--- config.mk ---
export PLATFORM = sky130hd
export DESIGN_NAME = approximate_pattern_matcher_core
export DESIGN_NICKNAME = d
export VERILOG_FILES = /design/src/rtl/core/apm_pkg.sv /design/src/rtl/core/apm_cell.sv /design/src/rtl/core/apm_count.sv /design/src/rtl/core/approximate_pattern_matcher_core.sv
export SDC_FILE = /design/constraint.sdc
export NUM_CORES = 1
export LEC_CHECK = 0
export ABC_AREA = 0
export BUFFER_PORTS_ARGS = -buffer_cell sky130_fd_sc_hd__buf_2
export CAP_MARGIN = 30
export CORE_MARGIN = 2
export CORE_UTILIZATION = 40
export DETAILED_ROUTE_END_ITERATION = 8
export PLACE_DENSITY = 0.58
export SYNTH_ARGS = -nofsm -noshare
export SYNTH_HDL_FRONTEND = slang
export SYNTH_SLANG_ARGS = --single-unit
--- constraint.sdc ---
create_clock -name clk -period 6.4 [get_ports clk]
set_input_delay 1.28 -clock clk [delete_from_list [all_inputs] [get_ports clk]]
set_output_delay 1.28 -clock clk [all_outputs]
set_load 0.02 [all_outputs]
--- src/rtl/core/apm_pkg.sv ---
`default_nettype none
// ----------------------------------------------------------------------------
// Approximate pattern matcher package
// Shared types and constants for the matcher core, its cells and its counter.
// ----------------------------------------------------------------------------
package apm_pkg;

  // Configuration port geometry and register indexes.
  localparam int CFG_INDEX_W = 2;
  localparam int CFG_DATA_W  = 64;

  localparam logic [CFG_INDEX_W-1:0] REG_PATTERN_CHARS  = 2'd0;
  localparam logic [CFG_INDEX_W-1:0] REG_PATTERN_LENGTH = 2'd1;
  localparam logic [CFG_INDEX_W-1:0] REG_MAX_ERRORS     = 2'd2;

  localparam int LENGTH_W = 4;
  localparam int ERRORS_W = 2;

  localparam logic [31:0] COUNT_MAX = 32'hFFFF_FFFF;

  // Control that travels with an item along the cell chain.
  typedef struct packed {
    logic start;
    logic hit;
  } apm_ctl_t;

endpackage
`default_nettype wire

--- src/rtl/core/apm_cell.sv ---
`default_nettype none
// ----------------------------------------------------------------------------
// Matcher cell
// Holds the prefix-match row for one error count and updates it for each
// item, using the row of the cell before it; passes the item on a stage.
// ----------------------------------------------------------------------------
module apm_cell
  import apm_pkg::*;
#(
  parameter int WIDTH = 8,
  parameter int INDEX = 0,
  parameter int POS_W = 3
) (
  input  logic                clk,
  input  logic                rst,
  input  logic [ERRORS_W-1:0] err_sel,
  input  logic [POS_W-1:0]    last_pos,
  input  logic                in_valid,
  output logic                in_ready,
  input  logic [WIDTH-1:0]    in_b,
  input  apm_ctl_t            in_ctl,
  input  logic [WIDTH-1:0]    in_row,
  output logic                out_valid,
  input  logic                out_ready,
  output logic [WIDTH-1:0]    out_b,
  output apm_ctl_t            out_ctl,
  output logic [WIDTH-1:0]    out_row
);

  localparam logic [63:0]      LOW_OWN   = (64'd1 << INDEX) - 64'd1;
  localparam logic [WIDTH-1:0] OWN_INIT  = WIDTH'(LOW_OWN);
  localparam logic [WIDTH-1:0] PREV_INIT = WIDTH'(LOW_OWN >> 1);
  localparam logic [WIDTH-1:0] ONE       = (INDEX > 0) ? WIDTH'(1) : '0;

  logic             acc;
  logic [WIDTH-1:0] row;
  logic [WIDTH-1:0] prev_copy;
  logic [WIDTH-1:0] own_old;
  logic [WIDTH-1:0] prev_old;
  logic [WIDTH-1:0] row_next;
  logic             hit_next;

  assign in_ready = ~out_valid | out_ready;
  assign acc      = in_valid & in_ready;

  // The first cell sees an all-zero row from its left, so the error terms
  // vanish there and only the exact match term remains.
  always_comb begin
    own_old  = in_ctl.start ? OWN_INIT : row;
    prev_old = in_ctl.start ? PREV_INIT : prev_copy;
    row_next = (((own_old << 1) | WIDTH'(1)) & in_b)
             | prev_old | (prev_old << 1) | ONE
             | (in_row << 1) | in_row;
    hit_next = (err_sel == INDEX) ? row_next[last_pos] : in_ctl.hit;
  end

  always_ff @(posedge clk) begin
    if (rst) begin
      out_valid <= 1'b0;
      row       <= OWN_INIT;
      prev_copy <= PREV_INIT;
    end else begin
      if (acc) begin
        row       <= row_next;
        prev_copy <= in_row;
      end
      if (in_ready) begin
        out_valid <= in_valid;
      end
    end
  end

  always_ff @(posedge clk) begin
    if (acc) begin
      out_b         <= in_b;
      out_ctl.start <= in_ctl.start;
      out_ctl.hit   <= hit_next;
      out_row       <= row_next;
    end
  end

`ifndef ASSERT_OFF
  generate
    if (INDEX > 0) begin : g_chk
      // A row that allows errors always matches an empty-prefix step.
      a_low_bit: assert property (@(posedge clk) disable iff (rst)
        out_valid |-> out_row[0])
        else $error("error row lost its lowest bit");
      // Allowing one more error never removes a prefix match.
      a_superset: assert property (@(posedge clk) disable iff (rst)
        acc |=> (($past(in_row) & ~out_row) == '0))
        else $error("error row is not a superset of the row before it");
    end
  endgenerate
`endif

endmodule
`default_nettype wire

--- src/rtl/core/apm_count.sv ---
`default_nettype none
// ----------------------------------------------------------------------------
// Matcher counter stage
// Keeps the saturating count of pattern ends in the current text and holds
// the result item until the receiving side takes it.
// ----------------------------------------------------------------------------
module apm_count
  import apm_pkg::*;
(
  input  logic        clk,
  input  logic        rst,
  input  logic        in_valid,
  output logic        in_ready,
  input  apm_ctl_t    in_ctl,
  output logic        out_valid,
  input  logic        out_ready,
  output logic        match_here,
  output logic [31:0] match_total
);

  logic        acc;
  logic [31:0] base;
  logic [31:0] count_next;

  assign in_ready = ~out_valid | out_ready;
  assign acc      = in_valid & in_ready;

  always_comb begin
    base = in_ctl.start ? '0 : match_total;
    if (in_ctl.hit && (base != COUNT_MAX)) begin
      count_next = base + 32'd1;
    end else begin
      count_next = base;
    end
  end

  always_ff @(posedge clk) begin
    if (rst) begin
      out_valid   <= 1'b0;
      match_total <= '0;
    end else begin
      if (acc) begin
        match_total <= count_next;
      end
      if (in_ready) begin
        out_valid <= in_valid;
      end
    end
  end

  always_ff @(posedge clk) begin
    if (acc) begin
      match_here <= in_ctl.hit;
    end
  end

`ifndef ASSERT_OFF
  a_hit_counted: assert property (@(posedge clk) disable iff (rst)
    (out_valid && match_here) |-> (match_total != '0))
    else $error("match reported with a zero total");
  a_no_wrap: assert property (@(posedge clk) disable iff (rst)
    (acc && !in_ctl.start) |=> (match_total >= $past(match_total)))
    else $error("match total went backwards within a text");
`endif

endmodule
`default_nettype wire

--- src/rtl/core/approximate_pattern_matcher_core.sv ---
`default_nettype none
// ----------------------------------------------------------------------------
// Approximate pattern matcher core
// Bit-parallel approximate string matching over a chain of error-row cells.
// ----------------------------------------------------------------------------
// One text byte is taken per cycle while not stalled; each item passes one
// cell stage for each error row, each cell updating its row from the new row
// of the cell before it, and then the saturating counter register that holds
// the result. A stall on the result side is absorbed by empty stages before
// it reaches the text side.
// Configuration may be written only when no item is in flight.
module approximate_pattern_matcher_core
  import apm_pkg::*;
#(
  parameter int PATTERN_MAX = 8,
  parameter int ERRORS_MAX  = 3
) (
  input  logic                   clk,
  input  logic                   rst,
  input  logic                   cfg_write_enable,
  input  logic [CFG_INDEX_W-1:0] cfg_index,
  input  logic [CFG_DATA_W-1:0]  cfg_data,
  input  logic                   text_valid,
  output logic                   text_stall,
  input  logic [7:0]             text_char,
  input  logic                   start_of_text,
  output logic                   result_valid,
  input  logic                   result_stall,
  output logic                   match_here,
  output logic [31:0]            match_total
);

  localparam int ROWS  = ERRORS_MAX + 1;
  localparam int POS_W = (PATTERN_MAX > 1) ? $clog2(PATTERN_MAX) : 1;

  logic [63:0]         pattern_chars;
  logic [LENGTH_W-1:0] pattern_length;
  logic [ERRORS_W-1:0] max_errors;

  logic [POS_W-1:0]       last_pos;
  logic [ERRORS_W-1:0]    err_sel;
  logic [PATTERN_MAX-1:0] b;

  logic                   valid_c [ROWS+1];
  logic                   ready_c [ROWS+1];
  logic [PATTERN_MAX-1:0] b_c     [ROWS+1];
  logic [PATTERN_MAX-1:0] row_c   [ROWS+1];
  apm_ctl_t               ctl_c   [ROWS+1];

  always_ff @(posedge clk) begin
    if (rst) begin
      pattern_chars  <= '0;
      pattern_length <= LENGTH_W'(1);
      max_errors     <= '0;
    end else if (cfg_write_enable) begin
      unique case (cfg_index)
        REG_PATTERN_CHARS:  pattern_chars  <= cfg_data;
        REG_PATTERN_LENGTH: pattern_length <= cfg_data[LENGTH_W-1:0];
        REG_MAX_ERRORS:     max_errors     <= cfg_data[ERRORS_W-1:0];
        default: ;
      endcase
    end
  end

  // Out-of-range settings are clamped to the nearest usable value.
  always_comb begin
    if (pattern_length == '0) begin
      last_pos = '0;
    end else if (pattern_length > PATTERN_MAX) begin
      last_pos = POS_W'(PATTERN_MAX - 1);
    end else begin
      last_pos = POS_W'(pattern_length - LENGTH_W'(1));
    end
    if (max_errors > ERRORS_MAX) begin
      err_sel = ERRORS_W'(ERRORS_MAX);
    end else begin
      err_sel = max_errors;
    end
  end

  // Character mask: positions past the register compare against a zero byte.
  genvar k;
  generate
    for (k = 0; k < PATTERN_MAX; k++) begin : g_mask
      if (k < 8) begin : g_reg
        assign b[k] = (POS_W'(k) <= last_pos) && (pattern_chars[8*k +: 8] == text_char);
      end else begin : g_zero
        assign b[k] = (POS_W'(k) <= last_pos) && (text_char == 8'd0);
      end
    end
  endgenerate

  assign valid_c[0]     = text_valid;
  assign text_stall     = ~ready_c[0];
  assign b_c[0]         = b;
  assign row_c[0]       = '0;
  assign ctl_c[0].start = start_of_text;
  assign ctl_c[0].hit   = 1'b0;

  genvar j;
  generate
    for (j = 0; j < ROWS; j++) begin : g_cell
      apm_cell #(
        .WIDTH (PATTERN_MAX),
        .INDEX (j),
        .POS_W (POS_W)
      ) u_cell (
        .clk       (clk),
        .rst       (rst),
        .err_sel   (err_sel),
        .last_pos  (last_pos),
        .in_valid  (valid_c[j]),
        .in_ready  (ready_c[j]),
        .in_b      (b_c[j]),
        .in_ctl    (ctl_c[j]),
        .in_row    (row_c[j]),
        .out_valid (valid_c[j+1]),
        .out_ready (ready_c[j+1]),
        .out_b     (b_c[j+1]),
        .out_ctl   (ctl_c[j+1]),
        .out_row   (row_c[j+1])
      );
    end
  endgenerate

  apm_count u_count (
    .clk         (clk),
    .rst         (rst),
    .in_valid    (valid_c[ROWS]),
    .in_ready    (ready_c[ROWS]),
    .in_ctl      (ctl_c[ROWS]),
    .out_valid   (result_valid),
    .out_ready   (~result_stall),
    .match_here  (match_here),
    .match_total (match_total)
  );

`ifndef ASSERT_OFF
  a_stall_path: assert property (@(posedge clk) disable iff (rst)
    !result_stall |-> !text_stall)
    else $error("text side stalled while the result side is free");
`endif

endmodule
`default_nettype wire

==> summary.txt, run 1 <==
Floorplan
  • Number of cell rows: 54
  • Floorplan Core Area: 21820 µm²
  • Initial Util: 40.82%
  • DIE HEIGHT: 153.2 µm
  • Full die area: 23480 µm²
  • I/O pins: 115
  • Die Width: 153.2 µm

Synthesis
  • Register area share after synthesis: 49.89%
  • Primary flip-flop cell chosen by synthesis mapping: sky130_fd_sc_hd__dfxtp_1
  • Proportion of netlist area held by the largest area contributor: 33.71%
  • Flip-flop and latch count after synthesis: 198
  • Synth area leader: sky130_fd_sc_hd__dfxtp_1
  • Area of the mapped netlist: 8909 µm²
  • Number of different library cells in the post-synthesis netlist: 65
  • Syn avg cell area: 8.708 µm²
  • Synthesized netlist net count: 1105
  • Gate Count Post-Synth: 1023
  • Number of synthesis warnings: 0
  • Number of flops mapped to enable cells by yosys: 48
  • Top cells by area in the synthesized netlist: sky130_fd_sc_hd__dfxtp_1, sky130_fd_sc_hd__edfxtp_1, sky130_fd_sc_hd__nand2_1
  • Share of flip-flops with an asynchronous set or reset: 0%

Pwr
  • Power density normalized to cell area: 251.5 nW/µm²
  • Peak supply drop: 146.3 µV
  • Leakage: 3.879 nW

Clock tree
  • Clock Sink Count: 198
  • Total CTS buffers: 17
  • Clock Latency Late Sink: 0.44 ns
  • Max clock buf depth: 2
  • Post-CTS repair timing setup buffer count: 0
  • Count of hold buffers inserted by post-cts repair: 0
  • Cts repair resizes: 0
  • Clock tree from TritonCTS: done
  • Depth of the CTS H-tree: 4
  • Root buffer cell: sky130_fd_sc_hd__clkbuf_16
  • Clock transition at the registers of the reported paths: 0.07 ns

Worst hold path
  • Tightest Hold Check Type: reg2reg
  • Number of cells on the worst hold path: 2
  • Endpoint of the worst hold path: g_cell[0].u_cell.row[0]$_SDFFE_PP0P_
  • Hold Crit Start: g_cell[0].u_cell.row[0]$_SDFFE_PP0P_

Drt
  • Wire per inst: 15.26 µm
  • Via density per instance: 5.078
  • Count of vias placed by the detailed router: 7094
  • First drt pass iteration count: 7
  • Iteration-0 DRC count of the detailed router: 388
  • Routed wire length: 21310 µm
  • Count of unresolved DRC violations after routing: 0
  • Number of nets with antenna violations after routing: 0

Place
  • Final RePlAce weighted congestion: 0.7986
  • Placed Instances: 1365
  • HPWL reported at the end of detailed placement: 14700 µm
  • Post-placement cell area: 9630 µm²
  • Number of buffers added on ports: 114

Global routing
  • Vias in the first global route: 6773
  • Maximum number of pins on one net before global-route repair: 65
  • Aggregate global-route resource usage: 18.29%
  • Total congestion overflow: 0
  • Global-route wire length before repair: 34900 µm
  • Number of antenna violations at the first check in global routing: 0

Critical path
  • End of the worst register-to-register path: u_count.match_total[25]$_SDFFE_PP0P_
  • Kind of start point of the critical path: primary input
  • Critical Path Sink Type: output port
  • R2r startpoint: g_cell[3].u_cell.out_ctl[1]$_DFFE_PP_
  • R2R depth: 8
  • Max stage delay on crit path: 0.25 ns
  • Kind of critical path: in2out
  • FF-to-FF setup slack: 3.27 ns
  • Highest-delay cell along the critical path: sky130_fd_sc_hd__and3_1
  • Chain of cells forming the critical path: buf_2 > and3_1 > nand4_1 > inv_1 > buf_2
  • Top fanout value on the critical path: 6
  • Critical path data required time: 5.12 ns
  • Arrival @ worst endpoint: 2.07 ns
  • Most frequent cell on the critical path: sky130_fd_sc_hd__buf_2

Layout
  • Fill cell instance count of the final layout: 2198
  • Share of cells above drive strength 1: 14.86%
  • Count of placed standard cells in the final layout, fillers left out: 1397
  • Nets: 1186
  • Core occupancy in the finished layout: 46.73%
  • Number of antenna cells inserted: 0
  • Area growth from synthesis to final layout: 14.47%
  • Total non-filler cell area in the finished layout: 10200 µm²
  • Area taken by flip-flops and latches: 4444 µm²
  • Total area of multi-input combinational cells: 4134 µm²

Timing
  • Endpoints failing hold: 0
  • Measured slew at the worst slew-check pin: 0.9717 ns
  • Unrepaired setup endpoints after global routing: no
  • Clock period minus final worst setup slack: 3.354 ns
  • Post-route clock period utilization: 52.41%
  • Max-slew violation total from the final report: 0
  • Worst slew slack as a fraction of its limit: 35.15%
  • Worst clock skew on the final layout: 0.01391 ns
  • Post-route setup TNS: 0 ns
  • Final setup violation count: 0
  • Highest achievable clock rate: 0.2981 GHz

Flow run
  • Number of maximum-capacitance violations: 0

Outcome
  • Result of the run: finished clean
## sequential cells by signal, summed over array words and instances (netlist names), 2 cells and up
register / cells
err_sel: 2
g_cell.u_cell.out_b: 18
g_cell.u_cell.out_ctl: 8
g_cell.u_cell.out_row: 21
g_cell.u_cell.out_valid: 4
g_cell.u_cell.prev_copy: 21
g_cell.u_cell.row: 22
pattern_chars: 64
pattern_length: 4
u_count.match_total: 32
## layout by cell type (no fill, tap or decap), types with 3 or more instances in the layout
master and n:
sky130_fd_sc_hd__o31ai_1 4, sky130_fd_sc_hd__clkbuf_16 18, sky130_fd_sc_hd__clkinv_4 4, sky130_fd_sc_hd__buf_4 6
sky130_fd_sc_hd__nand2_1 239, sky130_fd_sc_hd__a21oi_1 110, sky130_fd_sc_hd__nand3_1 16, sky130_fd_sc_hd__and3_1 10
sky130_fd_sc_hd__nor3_1 27, sky130_fd_sc_hd__xor2_1 52, sky130_fd_sc_hd__and2_1 10, sky130_fd_sc_hd__inv_1 18
sky130_fd_sc_hd__o21ai_0 26, sky130_fd_sc_hd__nor2_1 86, sky130_fd_sc_hd__a211oi_1 11, sky130_fd_sc_hd__buf_2 113
sky130_fd_sc_hd__and4_1 7, sky130_fd_sc_hd__edfxtp_1 48, sky130_fd_sc_hd__nor2b_1 10, sky130_fd_sc_hd__mux2i_1 9
sky130_fd_sc_hd__nor4_1 10, sky130_fd_sc_hd__nand4_1 15, sky130_fd_sc_hd__xnor2_1 34, sky130_fd_sc_hd__inv_6 4
sky130_fd_sc_hd__and4b_1 4, sky130_fd_sc_hd__nand2b_1 7, sky130_fd_sc_hd__o211ai_1 3, sky130_fd_sc_hd__dfxtp_1 150
sky130_fd_sc_hd__o21bai_1 5, sky130_fd_sc_hd__a31oi_1 4
## critical path: cells and delay by family
| family | cells | cell delay, ns |
|---|---|---|
| and+or+nand+nor | 2 | 0.39 |
| buffers and inverters | 3 | 0.40 |
## power by group
group	total (W)	switching [W]	internal [W]
sequential	0.00134	0.0000252	0.00132
combinational	0.000184	0.000113	0.0000708
clock	0.00104	0.000507	0.000533
total	0.00257	0.000646	0.00192
## metrics by stage
step	total power, W	worst slack (ns)	hold slack [ns]
after floorplan	0.001488	3.234	0.4267
after global placement	0.001551	3.041	0.4429
after detailed placement	0.001554	3.035	0.4443
after CTS	0.002594	3.048	0.4538
after global routing	0.002658	2.939	0.4787
final	0.002565	3.046	0.4537
## cells by family (layout without fill, tap and decap cells)
family	count (synthesis)	after routing	share of synthesized area, %
buffers and inverters	77	171	3.764
DFF	198	198	49.89
adders and majority gates	6	6	0.7584
and+or+nand+nor	460	460	23.37
xor gates and xnor gates	88	88	8.820
AOI/OAI and AO/OA	182	182	11.88
muxes	12	12	1.517
## cells in the mapped netlist (5+ instances only)
library cell	n
sky130_fd_sc_hd__a21oi_1	110
sky130_fd_sc_hd__o21bai_1	5
sky130_fd_sc_hd__edfxtp_1	48
sky130_fd_sc_hd__nand2_1	239
sky130_fd_sc_hd__mux2i_1	9
sky130_fd_sc_hd__nand4_1	15
sky130_fd_sc_hd__o21ai_0	26
sky130_fd_sc_hd__nor2_1	86
sky130_fd_sc_hd__and4_1	7
sky130_fd_sc_hd__nand2b_1	7
sky130_fd_sc_hd__dfxtp_1	150
sky130_fd_sc_hd__and3_1	10
sky130_fd_sc_hd__nand3_1	16
sky130_fd_sc_hd__nor2b_1	10
sky130_fd_sc_hd__a211oi_1	11
sky130_fd_sc_hd__nor3_1	27
sky130_fd_sc_hd__and2_1	10
sky130_fd_sc_hd__inv_1	18
sky130_fd_sc_hd__nor4_1	10
sky130_fd_sc_hd__clkbuf_1	41
sky130_fd_sc_hd__buf_2	9
sky130_fd_sc_hd__xnor2_1	34
sky130_fd_sc_hd__xor2_1	52
## worst max path at each step
stage | endpoint | slack (ns) | startpoint
after floorplan | text_stall | 3.23 | result_stall
after global placement | text_stall | 3.04 | result_stall
after detailed placement | u_count.match_total[25]$_SDFFE_PP0P_ | 3.03 | result_stall
after CTS | text_stall | 3.05 | result_stall
after global routing | text_stall | 2.94 | result_stall
final | text_stall | 3.05 | result_stall
## layout make-up
class | count | area share (%)
sequential | 198 | 43.58
tap | 280 | 3.436
inverter | 19 | 0.6994
multi-input combinational | 748 | 40.54
timing repair buffer | 120 | 6.184
clock inverter | 13 | 1.104
clock buffer | 19 | 4.454
## routing by layer
layer	routed length [µm]	GRT usage (%)
met1	10660	25.95
met2	9589	28.38
met3	695	3.232
met4	372	5.908
met5	0	0
Power figures use the tool's default switching activity.
==> run 2, diff against run 1 <==
--- a/config.mk
+++ b/config.mk
@@ -5,13 +5,13 @@
 export SDC_FILE = /design/constraint.sdc
 export NUM_CORES = 1
 export LEC_CHECK = 0
-export ABC_AREA = 0
+export ABC_AREA = 1
 export BUFFER_PORTS_ARGS = -buffer_cell sky130_fd_sc_hd__buf_2
 export CAP_MARGIN = 30
 export CORE_MARGIN = 2
 export CORE_UTILIZATION = 40
 export DETAILED_ROUTE_END_ITERATION = 8
-export PLACE_DENSITY = 0.58
+export PLACE_DENSITY = 0.6
 export SYNTH_ARGS = -nofsm -noshare
 export SYNTH_HDL_FRONTEND = slang
 export SYNTH_SLANG_ARGS = --single-unit
==> constraint.sdc (replaced) <==
create_clock -name clk -period 2.7 [get_ports clk]
set_input_delay 0.54 -clock clk [delete_from_list [all_inputs] [get_ports clk]]
set_output_delay 0.54 -clock clk [all_outputs]
set_load 0.02 [all_outputs]
==> summary.txt, run 2 <==
Drt
  • Number of nets with antenna violations after routing: 0
  • Routed wire length: 24230 µm
  • Iteration-0 DRC count of the detailed router: 534
  • First drt pass iteration count: 5
  • Count of vias placed by the detailed router: 8381
  • Via density per instance: 4.861
  • Wire per inst: 14.05 µm
  • Count of unresolved DRC violations after routing: 0

Worst hold path
  • Tightest Hold Check Type: in2reg

Layout
  • Max FFs per register: 64
  • Area growth from synthesis to final layout: 15.21%
  • Largest registers ranked by flip-flop count: pattern_chars (64), u_count.match_total (32), g_cell.u_cell.row (22)
  • Most common cell after layout, fill and taps aside: sky130_fd_sc_hd__nor2_1
  • Core occupancy in the finished layout: 46.81%
  • Share of cells above drive strength 1: 15.23%
  • Number of antenna cells inserted: 0
  • Nets: 1474
  • Largest register by flop count: pattern_chars
  • Leading cell types in the layout, fill and taps excluded: sky130_fd_sc_hd__nor2_1, sky130_fd_sc_hd__nand2_1, sky130_fd_sc_hd__dfxtp_1, sky130_fd_sc_hd__inv_1, sky130_fd_sc_hd__o21ai_0

Place
  • Final RePlAce weighted congestion: 0.8206
  • Worst setup slack before clock tree synthesis: 0.5132 ns
  • HPWL reported at the end of detailed placement: 17430 µm
  • Number of buffers added on ports: 114

Floorplan
  • I/O pins: 115
  • Initial Util: 40.63%
  • DIE HEIGHT: 158.4 µm
  • Floorplan Core Area: 23470 µm²
  • Full die area: 25090 µm²
  • Die Width: 158.4 µm
  • Number of cell rows: 56

Timing
  • Worst clock skew on the final layout: 0.01644 ns
  • Final setup slack of the worst path: 0.4890 ns
  • Post-route setup TNS: 0 ns
  • Unrepaired setup endpoints after global routing: no
  • Worst slack on hold paths: 0.3069 ns
  • Post-route clock period utilization: 81.89%
  • Highest achievable clock rate: 0.4523 GHz
  • Clock period minus final worst setup slack: 2.211 ns
  • Endpoints failing hold: 0
  • Measured slew at the worst slew-check pin: 0.6454 ns
  • Max-slew violation total from the final report: 0
  • Final setup violation count: 0
  • Worst slew slack as a fraction of its limit: 56.97%

Synthesis
  • Flip-flop and latch count after synthesis: 198
  • Register area share after synthesis: 46.60%
  • Number of flops mapped to enable cells by yosys: 48
  • Synth area leader: sky130_fd_sc_hd__dfxtp_1
  • Syn avg cell area: 7.342 µm²
  • Top cells by area in the synthesized netlist: sky130_fd_sc_hd__dfxtp_1, sky130_fd_sc_hd__edfxtp_1, sky130_fd_sc_hd__nor2_1
  • Synthesized netlist net count: 1381
  • Share of flip-flops with an asynchronous set or reset: 0%
  • Area of the mapped netlist: 9537 µm²
  • Commonest cells in the synthesized netlist: sky130_fd_sc_hd__nor2_1, sky130_fd_sc_hd__nand2_1, sky130_fd_sc_hd__dfxtp_1, sky130_fd_sc_hd__inv_1, sky130_fd_sc_hd__o21ai_0
  • Proportion of netlist area held by the largest area contributor: 31.49%
  • Most used standard cell by instance count after synthesis: sky130_fd_sc_hd__nor2_1
  • Gate Count Post-Synth: 1299
  • Number of different library cells in the post-synthesis netlist: 38
  • Number of synthesis warnings: 0
  • Primary flip-flop cell chosen by synthesis mapping: sky130_fd_sc_hd__dfxtp_1

Clock tree
  • Clock Latency Late Sink: 0.45 ns
  • Max clock buf depth: 2
  • Cts repair resizes: 0
  • Clock tree from TritonCTS: done
  • Root buffer cell: sky130_fd_sc_hd__clkbuf_16
  • Count of hold buffers inserted by post-cts repair: 0
  • Depth of the CTS H-tree: 4
  • Clock transition at the registers of the reported paths: 0.09 ns
  • Total CTS buffers: 17
  • Clock Sink Count: 198
  • Post-CTS repair timing setup buffer count: 0

Global routing
  • Maximum number of pins on one net before global-route repair: 78
  • Global-route wire length before repair: 40290 µm
  • Vias in the first global route: 7919
  • Total congestion overflow: 0
  • Number of antenna violations at the first check in global routing: 2
  • Aggregate global-route resource usage: 20.32%

Critical path
  • Arrival @ worst endpoint: 1.67 ns
  • Critical path data required time: 2.16 ns
  • Top fanout value on the critical path: 3
  • Critical Path Sink Type: output port
  • Kind of critical path: reg2out
  • Kind of start point of the critical path: register

Outcome
  • Result of the run: finished clean

Pwr
  • Leakage: 4.817 nW
  • Power density normalized to cell area: 577.0 nW/µm²
  • Peak supply drop: 347.2 µV

Flow run
  • Number of maximum-capacitance violations: 0
-- run 2: cell count changes after synthesis, sizes merged, moves of 10 or more --
cell    delta
xnor2     -13
a211oi    -11
o21ai    +105
xor2      -40
nand4     +13
nor4      -11
nor2b     -10
nor3      -16
nand3     +58
a21oi     -31
inv      +126
nor2     +184
and2      -10
-- run 2: cells by family (layout without fill, tap and decap cells) --
family / count (synthesis) / after routing / share of synthesized area (%)
simple gates: 644 / 644 / 29.65
xor+xnor: 35 / 35 / 3.214
compound gates: 218 / 218 / 11.68
flops: 198 / 198 / 46.60
fa+ha+maj: 2 / 2 / 0.2624
buf+inv: 202 / 308 / 8.593
-- run 2: metal layers --
metal	GRT usage, %	wire length [µm]
met3	3.838	1288
met2	34.06	11180
met5	0	30
met4	5.534	317
met1	26.90	11410
-- run 2: power by group --
group,internal (W),total (W),switching (W)
clock,0.00127,0.00255,0.00128
combinational,0.000204,0.000577,0.000373
sequential,0.00315,0.00321,0.0000629
-- run 2: path summary, 6_finish.rpt --
path | cells past startpoint | start | to | slack [ns]
worst min-delay path | 3 | cfg_data[45] | pattern_chars[45]$_SDFFE_PP0P_ | 0.31
worst max register to register | 12 | g_cell[3].u_cell.out_ctl[1]$_DFFE_PP_ | u_count.match_total[19]$_SDFFE_PP0P_ | 0.51
worst max-delay path | 7 | u_count.out_valid$_SDFFE_PP0P_ | text_stall | 0.49
worst min register to register | 0 | g_cell[0].u_cell.out_b[7]$_DFFE_PP_ | g_cell[1].u_cell.out_b[7]$_DFFE_PP_ | 0.46
-- run 2: through the flow --
step	instances	area, µm²	power (W)
floorplan	1299	9537	0.003642
global placement	1692	10400	0.003849
detailed placement	1692	10400	0.003855
CTS	1724	10990	0.006398
global route	1724	10990	0.006622
finish	1724	10990	0.006339
-- run 2: worst max-delay path, cell delays in order (launching register included) --
cell                      delay, ns
sky130_fd_sc_hd__dfxtp_1       0.33
sky130_fd_sc_hd__nand2_1       0.09
sky130_fd_sc_hd__nor2_1        0.13
sky130_fd_sc_hd__nand2_1       0.10
sky130_fd_sc_hd__nor2_1        0.21
sky130_fd_sc_hd__nand2_1       0.13
sky130_fd_sc_hd__inv_1         0.06
sky130_fd_sc_hd__buf_2         0.18
-- run 2: final cells by class --
type / count / area, µm²
tap: 319 / 399.1
fill: 2341 / 12490
inverter: 146 / 550.5
clock inverter: 14 / 145.1
sequential: 198 / 4444
timing repair buffer: 130 / 728.2
multi-input combinational: 899 / 4280
clock buffer: 18 / 439.2
